===== src/hdl/shst_pkg.sv =====
// Shared constants, codes and control types of the symbol histogram table.
`timescale 1ns / 1ps
package shst_pkg;

    localparam int SYMBOL_COUNT = 256;
    localparam int COUNT_BITS   = 32;
    localparam int SYM_W        = $clog2(SYMBOL_COUNT);
    localparam int CNT_W        = $clog2(SYMBOL_COUNT + 1);
    localparam int BYTE_W       = 8;
    localparam int FREQ_W       = 32;
    localparam int DIST_W       = 9;
    localparam int MODE_W       = 2;

    // Counters stop here, so a count plus the tie adjustment never wraps.
    localparam logic [COUNT_BITS-1:0] COUNT_MAX = '1 - COUNT_BITS'(256);

    typedef enum logic [MODE_W-1:0] {
        MODE_COUNT    = 2'd0,
        MODE_FINALIZE = 2'd1,
        MODE_READ     = 2'd2,
        MODE_CLEAR    = 2'd3
    } t_mode;

    typedef enum logic [3:0] {
        OP_NONE,
        OP_HIST_RD_BYTE,
        OP_HIST_WR_INC,
        OP_HIST_CLEAR,
        OP_HIST_RD_SYM,
        OP_LATCH_SYM,
        OP_SCAN,
        OP_PLACE,
        OP_BUMP_INIT,
        OP_TAB_RD_BUMP,
        OP_TAB_WR_BUMP,
        OP_TAB_RD_IDX
    } t_op;

    typedef struct packed {
        t_op  op;
        logic load_out;
        logic out_read;
        logic commit;
    } t_ctrl_cmd;

    typedef struct packed {
        logic t_last;
        logic s_last;
        logic i_last;
        logic n_zero;
        logic out_free;
    } t_dp_status;

    typedef struct packed {
        logic [BYTE_W-1:0]     sym;
        logic [COUNT_BITS-1:0] freq;
    } t_entry;

endpackage


===== src/hdl/shst_ctrl.sv =====
// Sequencer for counting, table build, table reads and clearing.
`timescale 1ns / 1ps
module shst_ctrl (
    input  logic                   i_clk,
    input  logic                   i_rst_n,
    input  logic                   i_accept,
    input  logic [shst_pkg::MODE_W-1:0] i_mode,
    input  shst_pkg::t_dp_status   i_status,
    output logic                   o_idle,
    output shst_pkg::t_ctrl_cmd    o_cmd
);

    typedef enum logic [3:0] {
        ST_IDLE, ST_CNT_RD, ST_CNT_WR, ST_CLR, ST_RD_RD, ST_RD_OUT,
        ST_F_SRD, ST_F_HS, ST_F_SCAN, ST_F_DRAIN, ST_F_PLACE,
        ST_B_INIT, ST_B_RD, ST_B_WR, ST_F_DONE
    } t_state;

    t_state              r_state, n_state;
    shst_pkg::t_ctrl_cmd r_cmd, n_cmd;

    // Next state and the command for the following cycle.
    always_comb begin
        n_state = r_state;
        n_cmd   = '{op: shst_pkg::OP_NONE, load_out: 1'b0, out_read: 1'b0,
                    commit: 1'b0};
        case (r_state)
            ST_IDLE: begin
                if (i_accept) begin
                    case (shst_pkg::t_mode'(i_mode))
                        shst_pkg::MODE_COUNT: begin
                            n_state  = ST_CNT_RD;
                            n_cmd.op = shst_pkg::OP_HIST_RD_BYTE;
                        end
                        shst_pkg::MODE_FINALIZE: begin
                            n_state  = ST_F_SRD;
                            n_cmd.op = shst_pkg::OP_HIST_RD_SYM;
                        end
                        shst_pkg::MODE_READ: begin
                            n_state  = ST_RD_RD;
                            n_cmd.op = shst_pkg::OP_TAB_RD_IDX;
                        end
                        default: begin
                            n_state        = ST_CLR;
                            n_cmd.op       = shst_pkg::OP_HIST_CLEAR;
                            n_cmd.load_out = 1'b1;
                        end
                    endcase
                end
            end
            ST_CNT_RD: begin
                n_state        = ST_CNT_WR;
                n_cmd.op       = shst_pkg::OP_HIST_WR_INC;
                n_cmd.load_out = 1'b1;
            end
            ST_RD_RD: begin
                n_state        = ST_RD_OUT;
                n_cmd.load_out = 1'b1;
                n_cmd.out_read = 1'b1;
            end
            ST_F_SRD: begin
                n_state  = ST_F_HS;
                n_cmd.op = shst_pkg::OP_LATCH_SYM;
            end
            ST_F_HS: begin
                n_state  = ST_F_SCAN;
                n_cmd.op = shst_pkg::OP_SCAN;
            end
            ST_F_SCAN: begin
                if (i_status.t_last) begin
                    n_state = ST_F_DRAIN;
                end else begin
                    n_cmd.op = shst_pkg::OP_SCAN;
                end
            end
            ST_F_DRAIN: begin
                n_state  = ST_F_PLACE;
                n_cmd.op = shst_pkg::OP_PLACE;
            end
            ST_F_PLACE: begin
                if (i_status.s_last) begin
                    n_state  = ST_B_INIT;
                    n_cmd.op = shst_pkg::OP_BUMP_INIT;
                end else begin
                    n_state  = ST_F_SRD;
                    n_cmd.op = shst_pkg::OP_HIST_RD_SYM;
                end
            end
            ST_B_INIT: begin
                if (i_status.n_zero) begin
                    n_state        = ST_F_DONE;
                    n_cmd.load_out = 1'b1;
                    n_cmd.commit   = 1'b1;
                end else begin
                    n_state  = ST_B_RD;
                    n_cmd.op = shst_pkg::OP_TAB_RD_BUMP;
                end
            end
            ST_B_RD: begin
                n_state  = ST_B_WR;
                n_cmd.op = shst_pkg::OP_TAB_WR_BUMP;
            end
            ST_B_WR: begin
                if (i_status.i_last) begin
                    n_state        = ST_F_DONE;
                    n_cmd.load_out = 1'b1;
                    n_cmd.commit   = 1'b1;
                end else begin
                    n_state  = ST_B_RD;
                    n_cmd.op = shst_pkg::OP_TAB_RD_BUMP;
                end
            end
            default: begin
                n_state = ST_IDLE;
            end
        endcase
    end

    // State and registered command.
    always_ff @(posedge i_clk) begin
        if (!i_rst_n) begin
            r_state <= ST_IDLE;
            r_cmd   <= '{op: shst_pkg::OP_NONE, load_out: 1'b0, out_read: 1'b0,
                         commit: 1'b0};
        end else begin
            r_state <= n_state;
            r_cmd   <= n_cmd;
        end
    end

    assign o_cmd  = r_cmd;
    assign o_idle = (r_state == ST_IDLE) && i_status.out_free;

endmodule


===== config.mk =====
export PLATFORM = sky130hd
export DESIGN_NAME = shst_ctrl
export DESIGN_NICKNAME = d
export VERILOG_FILES = /design/src/hdl/shst_pkg.sv /design/src/hdl/shst_ctrl.sv
export SDC_FILE = /design/constraint.sdc
export NUM_CORES = 1
export LEC_CHECK = 0
export BUFFER_PORTS_ARGS = -buffer_cell sky130_fd_sc_hd__buf_2
export CORE_MARGIN = 3
export CORE_UTILIZATION = 49
export DETAILED_ROUTE_END_ITERATION = 16
export PLACE_DENSITY_LB_ADDON = 0.1
export SLEW_MARGIN = 10
export SYNTH_ARGS = -nofsm -noshare
export SYNTH_HDL_FRONTEND = slang
export SYNTH_SLANG_ARGS = --single-unit

===== constraint.sdc =====
create_clock -name i_clk -period 2.1 [get_ports i_clk]
set_clock_uncertainty 0.05 [all_clocks]
set_input_delay 0.105 -clock i_clk [delete_from_list [all_inputs] [get_ports i_clk]]
set_output_delay 0.105 -clock i_clk [all_outputs]
set_load 0.01 [all_outputs]

==> flow_metrics.tcl, run 1 <==
set metrics [dict create \
    status "completed" \
    drv_slew 0 \
    grt_pass1_vias 604 \
    post-dp-hpwl_um 1170 \
    io_buffers 17 \
    grt_pass1_wl_um 2680 \
    initial_core_util_pct 56.3 \
    seq_area_frac_synth_pct 28.0 \
    gr-total-overflow 0 \
    syn2layout_area_growth_pct 10.3 \
    reg2reg_depth 3 \
    antennaDiodeCount 0 \
    drc 0 \
    htreeDepth 1 \
    clk_pin_slew_ns 0.07 \
    p_total_mw 0.599 \
    drt_iter0_drc 35 \
    ioPinCount 18 \
    synth_edf_count 0 \
    power.leakage_nw 0.368 \
    globalRouteTotalUtil_pct 17.6 \
    clock_latency_ns 0.26 \
    cts-buffers-inserted 3 \
    cp_max_fo 26 \
    r2r-end "o_cmd[2]" \
    cellPowerDensity_nw_per_um2 690 \
    syn_area_um2 787 \
    fin_util_pct 62.1 \
    antenna_found_initial 0 \
    hp-class "input port to flop" \
    synthTopCellsByCount "dfxtp_1, a21oi_1, inv_1, nand2_1, buf_2" \
    ys_top_cells_by_area "dfxtp_1, ha_1, a21oi_1" \
    rows 13 \
    cts_setup_buffers 0 \
    ys.flop_type "dfxtp_1" \
    worstSetupPathType "flop to flop" \
    grt_setup_unrepaired "false" \
    synthesis.nets 112 \
    synth_top_area_cell "dfxtp_1" \
    slew_headroom_pct 45.3 \
    ctsHoldBuffers 0 \
    timing.fmax_mhz 578 \
    place_area_um2 842 \
    dieArea_um2 2120 \
    cts_resized 0 \
    r2r_slack_ns 0.37 \
    holdPathEnd "o_cmd[2]" \
    max_slew.worst_pin.slew_ns 0.819 \
    irDropWorstVdd_mv 0.304 \
    avgRoutedWirePerCell_um 13.1 \
    fin_area_um2 868 \
    clock-sinks 11 \
    fin_tns_setup_ns 0 \
    min_from "i_rst_n" \
    holdPathStages 2 \
    crit_path_start_kind "flop" \
    core_um2 1400 \
    wirelength_um 1660 \
    fin_crit_ns 1.73 \
    drive_gt1_share_pct 23.4 \
    dr.pass1.iters 4 \
    cap_violations 0 \
    regToRegStartpoint "r_state[1]" \
    post-route-period-util_pct 82.4 \
    ys_ff_latch 11 \
    postRouteAntennaNets 0 \
    die_w_um 46.1 \
    hold_viol 0 \
    netlist.area_leader.share_pct 28.0 \
    setup_viol 0 \
    critPathCaptureType "flop" \
    synth_cell_type_count 36 \
    grt_max_degree 27 \
    clock_path_buffers 2 \
    synthArstFlopShare_pct 0 \
    avgSynthCellArea_um2 8.03 \
    worstPathArrival_ns 1.84 \
    dr_total_vias 744 \
    cts_root_buf "clkbuf_4" \
    cts_tree "done" \
    fin_nets 126 \
    synthMostInstantiatedCell "dfxtp_1" \
    routabilityCongestion 0.861 \
    via_per_inst 5.90 \
    fp.dieH_um 46.1 \
    syn_inst 98 \
    yosysWarnings 0 \
    crit_required_ns 2.21 \
]
[cell type report]
type	instances	area, um2
Fill cell	128	531
Timing Repair Buffer	17	85.1
Multi-Input combinational cell	72	492
Clock buffer	4	26.3
Sequential cell	11	220
Tap cell	15	18.8
Inverter	7	26.3
[cell usage in the layout (no fill, tap or decap), types with 2 or more instances in the layout]
master and n:
buf_2 17, dfxtp_1 11, a21oi_1 9, inv_1 7
nand2_1 7, o21ai_0 5, nor2_1 4, nor3_1 4
ha_1 4, and2_1 3, nor3b_1 3, a31oi_1 3
clkbuf_4 3, nor4_2 2, and2b_1 2, nor2b_1 2
nand3b_1 2, o21bai_1 2, a221oi_1 2, a211oi_1 2
mux2i_1 2
[metal layers]
metal | vias up | wire length [um] | track usage (%)
met5 | - | 0 | 0
met4 | 0 | 31 | 6.82
met3 | 6 | 141 | 4.69
met2 | 43 | 697 | 24.5
met1 | 318 | 786 | 25.2
li1 | 377 | - | -
[metrics by stage]
stage               hold WS [ns]  worst slack, ns  cells
finish                    0.0668            0.370    126
floorplan                  0.177            0.824     98
CTS                       0.0587            0.398    126
detailed placement         0.338            0.413    122
global route              0.0597            0.172    126
global placement           0.347            0.443    122
[cells by family after synthesis]
logic type	synth area share (%)
xor gates and xnor gates	1.11
AOI/OAI and AO/OA	23.8
DFF	28.0
and+or+nand+nor	27.2
buffers and inverters	9.54
adders and majority gates	6.36
muxes	3.97
[worst max-delay path by stage]
stage | from | endpoint | slack, ns | depth (start not counted)
2_1_floorplan | r_state[3] | o_cmd[3] | 0.82 | 5
3_3_place_gp | r_state[3] | o_cmd[2] | 0.44 | 3
3_5_place_dp | r_state[1] | o_cmd[2] | 0.41 | 3
4_1_cts | r_state[1] | o_cmd[2] | 0.40 | 3
5_1_grt | r_state[1] | o_cmd[6] | 0.17 | 4
6_report | r_state[1] | o_cmd[2] | 0.37 | 3
[critical path, cell delays in order, from the launching register on]
cell     delay (ns)
dfxtp_1        0.86
inv_1          0.21
and3_1         0.24
o31a_1         0.27
[state kept, by name (all words and copies together) (netlist names)]
signal	cells
o_cmd	7
r_state	4
[power breakdown]
part,switching (mW),internal [mW],leakage [nW]
Clock,0.0676,0.0735,0.0150
Combinational,0.0919,0.0883,0.263
Sequential,0.0489,0.229,0.0896
Total,0.208,0.391,0.368
(Power assumes the default switching activity.)
==> run 2: changes to the inputs <==
==> constraint.sdc (replaced) <==
create_clock -name i_clk -period 1.7 [get_ports i_clk]
set_clock_uncertainty 0.05 [all_clocks]
set_input_delay 0.085 -clock i_clk [delete_from_list [all_inputs] [get_ports i_clk]]
set_output_delay 0.085 -clock i_clk [all_outputs]
set_load 0.01 [all_outputs]
==> flow_metrics.tcl, run 2 (synthesized netlist as in run 1, its figures left out) <==
set metrics [dict create \
    multi_input_area_um2 492 \
    wirelength_um 1700 \
    slew_headroom_pct 58.5 \
    ctsHoldBuffers 0 \
    fp.dieH_um 46.1 \
    clock-sinks 11 \
    slowest_stage "dfxtp_1" \
    dieArea_um2 2120 \
    power.leakage_nw 0.379 \
    ioPinCount 18 \
    clkPwrFrac_pct 24.7 \
    cellPowerDensity_nw_per_um2 853 \
    clock_path_buffers 2 \
    dr.pass1.iters 4 \
    fin_nets 128 \
    critical_path_buf_inv_count 1 \
    crit_start "r_state[2]" \
    drc 0 \
    crit_end "o_idle" \
    worstSetupPathType "flop to primary output" \
    hold_viol 0 \
    cap_violations 0 \
    routabilityCongestion 0.899 \
    cts_resized 1 \
    max_slew.worst_pin.slew_ns 0.622 \
    cp_max_fo 19 \
    worstPathArrival_ns 1.51 \
    reg2reg_depth 4 \
    dr_total_vias 738 \
    path_cells "nor4_2, and2_1, buf_2" \
    cts_setup_buffers 0 \
    final_common_cell "buf_2" \
    seqPwrFrac_pct 44.9 \
    clk_pin_slew_ns 0.07 \
    post-dp-hpwl_um 1260 \
    critPathCaptureType "primary output" \
    p_comb_share_pct 30.4 \
    grt_pass1_wl_um 2850 \
    htreeDepth 1 \
    crit_path_start_kind "flop" \
    timing.fmax_mhz 607 \
    grt_setup_unrepaired "true" \
    post-route-period-util_pct 96.9 \
    antenna_found_initial 0 \
    path_depth 3 \
    p_sw_mw 0.267 \
    holdWs_ns 0.0263 \
    drive_gt1_share_pct 25.7 \
    regArea_um2 221 \
    fin_util_pct 63.2 \
    cts_tree "done" \
    fin_crit_ns 1.65 \
    largest_reg_flops 7 \
    cts-buffers-inserted 3 \
    max_stage_delay_ns 0.51 \
    postRouteAntennaNets 0 \
    clock_latency_ns 0.28 \
    die_w_um 46.1 \
    syn2layout_area_growth_pct 12.4 \
    final_cell_mix "buf_2, dfxtp_1, a21oi_1" \
    core_um2 1400 \
    switching_share_pct 35.4 \
    p_int_mw 0.488 \
    cts_root_buf "clkbuf_4" \
    regToRegStartpoint "r_state[0]" \
    gr-total-overflow 0 \
    antennaDiodeCount 0 \
    r2r_slack_ns 0.11 \
    fillers 120 \
    place_area_um2 857 \
    cp_top_family "simple AND/OR/NAND/NOR gates" \
    r2r-end "r_state[0]" \
    hp-class "input port to flop" \
    status "completed" \
    via_per_inst 5.77 \
    drv_slew 0 \
    crit_required_ns 1.56 \
    io_buffers 17 \
    setup_viol 0 \
    grt_max_degree 21 \
    grt_pass1_vias 628 \
    globalRouteTotalUtil_pct 19.2 \
    fin_area_um2 885 \
    avgRoutedWirePerCell_um 13.3 \
    min_from "i_rst_n" \
    initial_core_util_pct 56.3 \
    rows 13 \
    irDropWorstVdd_mv 0.515 \
    drt_iter0_drc 26 \
]
-- run 2: changes by cell type in the layout (fill, tap and decap cells not counted) --
cell | previous run | this run
buf_4 | 0 | 2
dfxtp_1 | 11 | 10
dfxtp_2 | 0 | 1
-- run 2: metrics by stage --
step / setup WS, ns / TNS, ns / cells / total power [mW]
after floorplan: 0.424 / 0 / 98 / 0.513
after global placement: 0.122 / 0 / 124 / 0.572
after detailed placement: 0.153 / 0 / 124 / 0.574
after CTS: 0.0525 / 0 / 128 / 0.760
after global routing: -0.0249 / -0.0249 / 128 / 0.805
final: 0.0531 / 0 / 128 / 0.755
-- run 2: worst min-delay path by stage --
stage                    end  cells past startpoint  slack, ns
global route        o_cmd[2]                      2       0.02
floorplan           o_cmd[0]                      1       0.16
detailed placement  o_cmd[2]                      2       0.32
global placement    o_cmd[2]                      2       0.33
finish              o_cmd[2]                      2       0.03
CTS                 o_cmd[2]                      2       0.02
-- run 2: worst register-to-register path: stages, from the launching register on --
cell      delay (ns)
dfxtp_1         0.69
o21bai_1        0.16
a221oi_1        0.31
o21ai_1         0.16
nor3_2          0.16
-- run 2: cell type report --
type                       instances  share of cell area (%)
clock buffer                       4                    2.97
inverter                           7                    2.97
multi-input combinational         72                    55.6
sequential                        11                    25.0
tap                               15                    2.12
timing repair buffer              19                    11.3
-- run 2: power by group through the flow --
stage	Sequential (mW)	Clock, mW	Combinational (mW)
floorplan	0.306	0	0.207
global placement	0.341	0	0.231
detailed placement	0.343	0	0.231
CTS	0.338	0.190	0.232
global route	0.346	0.204	0.255
finish	0.339	0.186	0.230
-- run 2: per-layer routing --
layer / vias up / GRT usage [%] / wire (um)
li1: 379 / - / -
met1: 324 / 25.5 / 760
met2: 30 / 26.6 / 770
met3: 5 / 5.86 / 119
met4: 0 / 11.9 / 46
met5: - / 0 / 0
==> run 3: changes to the inputs <==
--- a/config.mk
+++ b/config.mk
@@ -8,6 +8,7 @@
 export BUFFER_PORTS_ARGS = -buffer_cell sky130_fd_sc_hd__buf_2
 export CORE_MARGIN = 3
 export CORE_UTILIZATION = 49
+export CTS_BUF_LIST = sky130_fd_sc_hd__clkbuf_8
 export DETAILED_ROUTE_END_ITERATION = 16
 export PLACE_DENSITY_LB_ADDON = 0.1
 export SLEW_MARGIN = 10
==> constraint.sdc (replaced) <==
create_clock -name i_clk -period 1.4 [get_ports i_clk]
set_clock_uncertainty 0.05 [all_clocks]
set_input_delay 0.07 -clock i_clk [delete_from_list [all_inputs] [get_ports i_clk]]
set_output_delay 0.07 -clock i_clk [all_outputs]
set_load 0.01 [all_outputs]
==> flow_metrics.tcl, run 3 (synthesized netlist as in run 1, its figures left out) <==
set metrics [dict create \
    regArea_um2 233 \
    max_slew.worst_pin.slew_ns 0.346 \
    drv_slew 0 \
    critPathCaptureType "primary output" \
    regToRegStartpoint "r_state[1]" \
    clock_path_buffers 2 \
    cellPowerDensity_nw_per_um2 1080 \
    dr.pass1.iters 4 \
    ioPinCount 18 \
    cp_max_fo 14 \
    dr_total_vias 832 \
    crit_path_start_kind "flop" \
    fin_tns_setup_ns 0 \
    hp-class "input port to flop" \
    timing.fmax_mhz 744 \
    setup_ws_ns 0.0561 \
    wirelength_um 2030 \
    avgRoutedWirePerCell_um 14.6 \
    gr-total-overflow 0 \
    final_common_cell "buf_2" \
    htreeDepth 1 \
    multi_input_area_um2 505 \
    rows 13 \
    antenna_found_initial 0 \
    clock_latency_ns 0.24 \
    crit_start "r_state[2]" \
    min_from "i_rst_n" \
    dp.cells 135 \
    drive_gt1_share_pct 35.5 \
    status "completed" \
    cts_root_buf "clkbuf_8" \
    io_buffers 17 \
    postRouteAntennaNets 0 \
    hold_viol 0 \
    crit_required_ns 1.28 \
    slew_headroom_pct 77.0 \
    p_total_mw 1.09 \
    post-dp-hpwl_um 1520 \
    grt_pass1_vias 754 \
    fp.dieH_um 46.1 \
    drc 0 \
    worstSetupPathType "flop to primary output" \
    grt_pass1_wl_um 3470 \
    irDropWorstVdd_mv 0.490 \
    antennaDiodeCount 0 \
    post-route-period-util_pct 96.0 \
    cts-buffers-inserted 3 \
    largest_reg_flops 7 \
    fin_crit_ns 1.34 \
    setup_viol 0 \
    globalRouteTotalUtil_pct 22.6 \
    drt_iter0_drc 30 \
    via_per_inst 5.99 \
    worstPathArrival_ns 1.22 \
    finalNonFillerCells 139 \
    place_ws_ns -0.00458 \
    fillers 122 \
    routabilityCongestion 0.932 \
    cts_setup_buffers 0 \
    initial_core_util_pct 56.3 \
    grt_max_degree 15 \
    clock-sinks 11 \
    fin_nets 139 \
    ctsHoldBuffers 0 \
    final_cell_mix "buf_2, buf_4, a21oi_1" \
    die_w_um 46.1 \
    core_um2 1400 \
    syn2layout_area_growth_pct 28.9 \
    cap_violations 0 \
    cts_tree "done" \
    clk_pin_slew_ns 0.05 \
    dieArea_um2 2120 \
    power.leakage_nw 0.456 \
]
==> run 3: cell count changes in the layout (fill, tap and decap cells not counted), sizes merged <==
cell / before / now
inv: 7 / 8
buf: 19 / 30
clkbuf: 4 / 3
==> run 3: layer usage <==
| metal | wire length, um | vias to the layer above | GRT usage (%) |
|---|---|---|---|
| li1 | - | 401 | - |
| met1 | 848 | 376 | 28.7 |
| met2 | 958 | 44 | 35.2 |
| met3 | 168 | 11 | 3.91 |
| met4 | 58 | 0 | 13.1 |
| met5 | 0 | - | 0 |
==> run 3: worst paths after layout <==
check | slack (ns) | cells after the start | end
max | 0.06 | 3 | o_idle
min | 0.06 | 2 | o_cmd[0]
max reg2reg | 0.10 | 5 | r_state[0]
min reg2reg | 0.57 | 2 | r_state[1]
==> run 3: area by class of cell <==
type / count / share of cell area, %
Timing Repair Buffer: 30 / 18.4
Inverter: 7 / 2.59
Tap cell: 15 / 1.85
Clock buffer: 3 / 4.07
Clock inverter: 1 / 0.370
Sequential cell: 11 / 22.9
Multi-Input combinational cell: 72 / 49.8
==> run 3: what timing repair did <==
action / CTS / global route
endpoints found under the setup margin: 5 / 7
gates resized for setup: 6 / 4
pin swaps: 1 / 1
hold endpoints to repair: 0 / 0
==> run 3: where the power goes <==
| part | internal, mW | total [mW] | switching [mW] |
|---|---|---|---|
| logic | 0.187 | 0.380 | 0.193 |
| clock network | 0.193 | 0.319 | 0.126 |
| registers | 0.347 | 0.392 | 0.0449 |
| total | 0.728 | 1.09 | 0.364 |
==> run 3: metrics by stage <==
stage	util, %	hold WS, ns	instance area, um2
global route	72.5	0.0806	1010
finish	72.5	0.0599	1010
global placement	67.2	0.308	940
floorplan	-	0.142	787
detailed placement	67.2	0.312	940
CTS	71.6	0.0637	1000
==> run 3: worst max-delay path: stages (launching register included) <==
cell     delay, ns
dfxtp_4       0.39
nor4_4        0.31
and2_1        0.16
buf_2         0.12
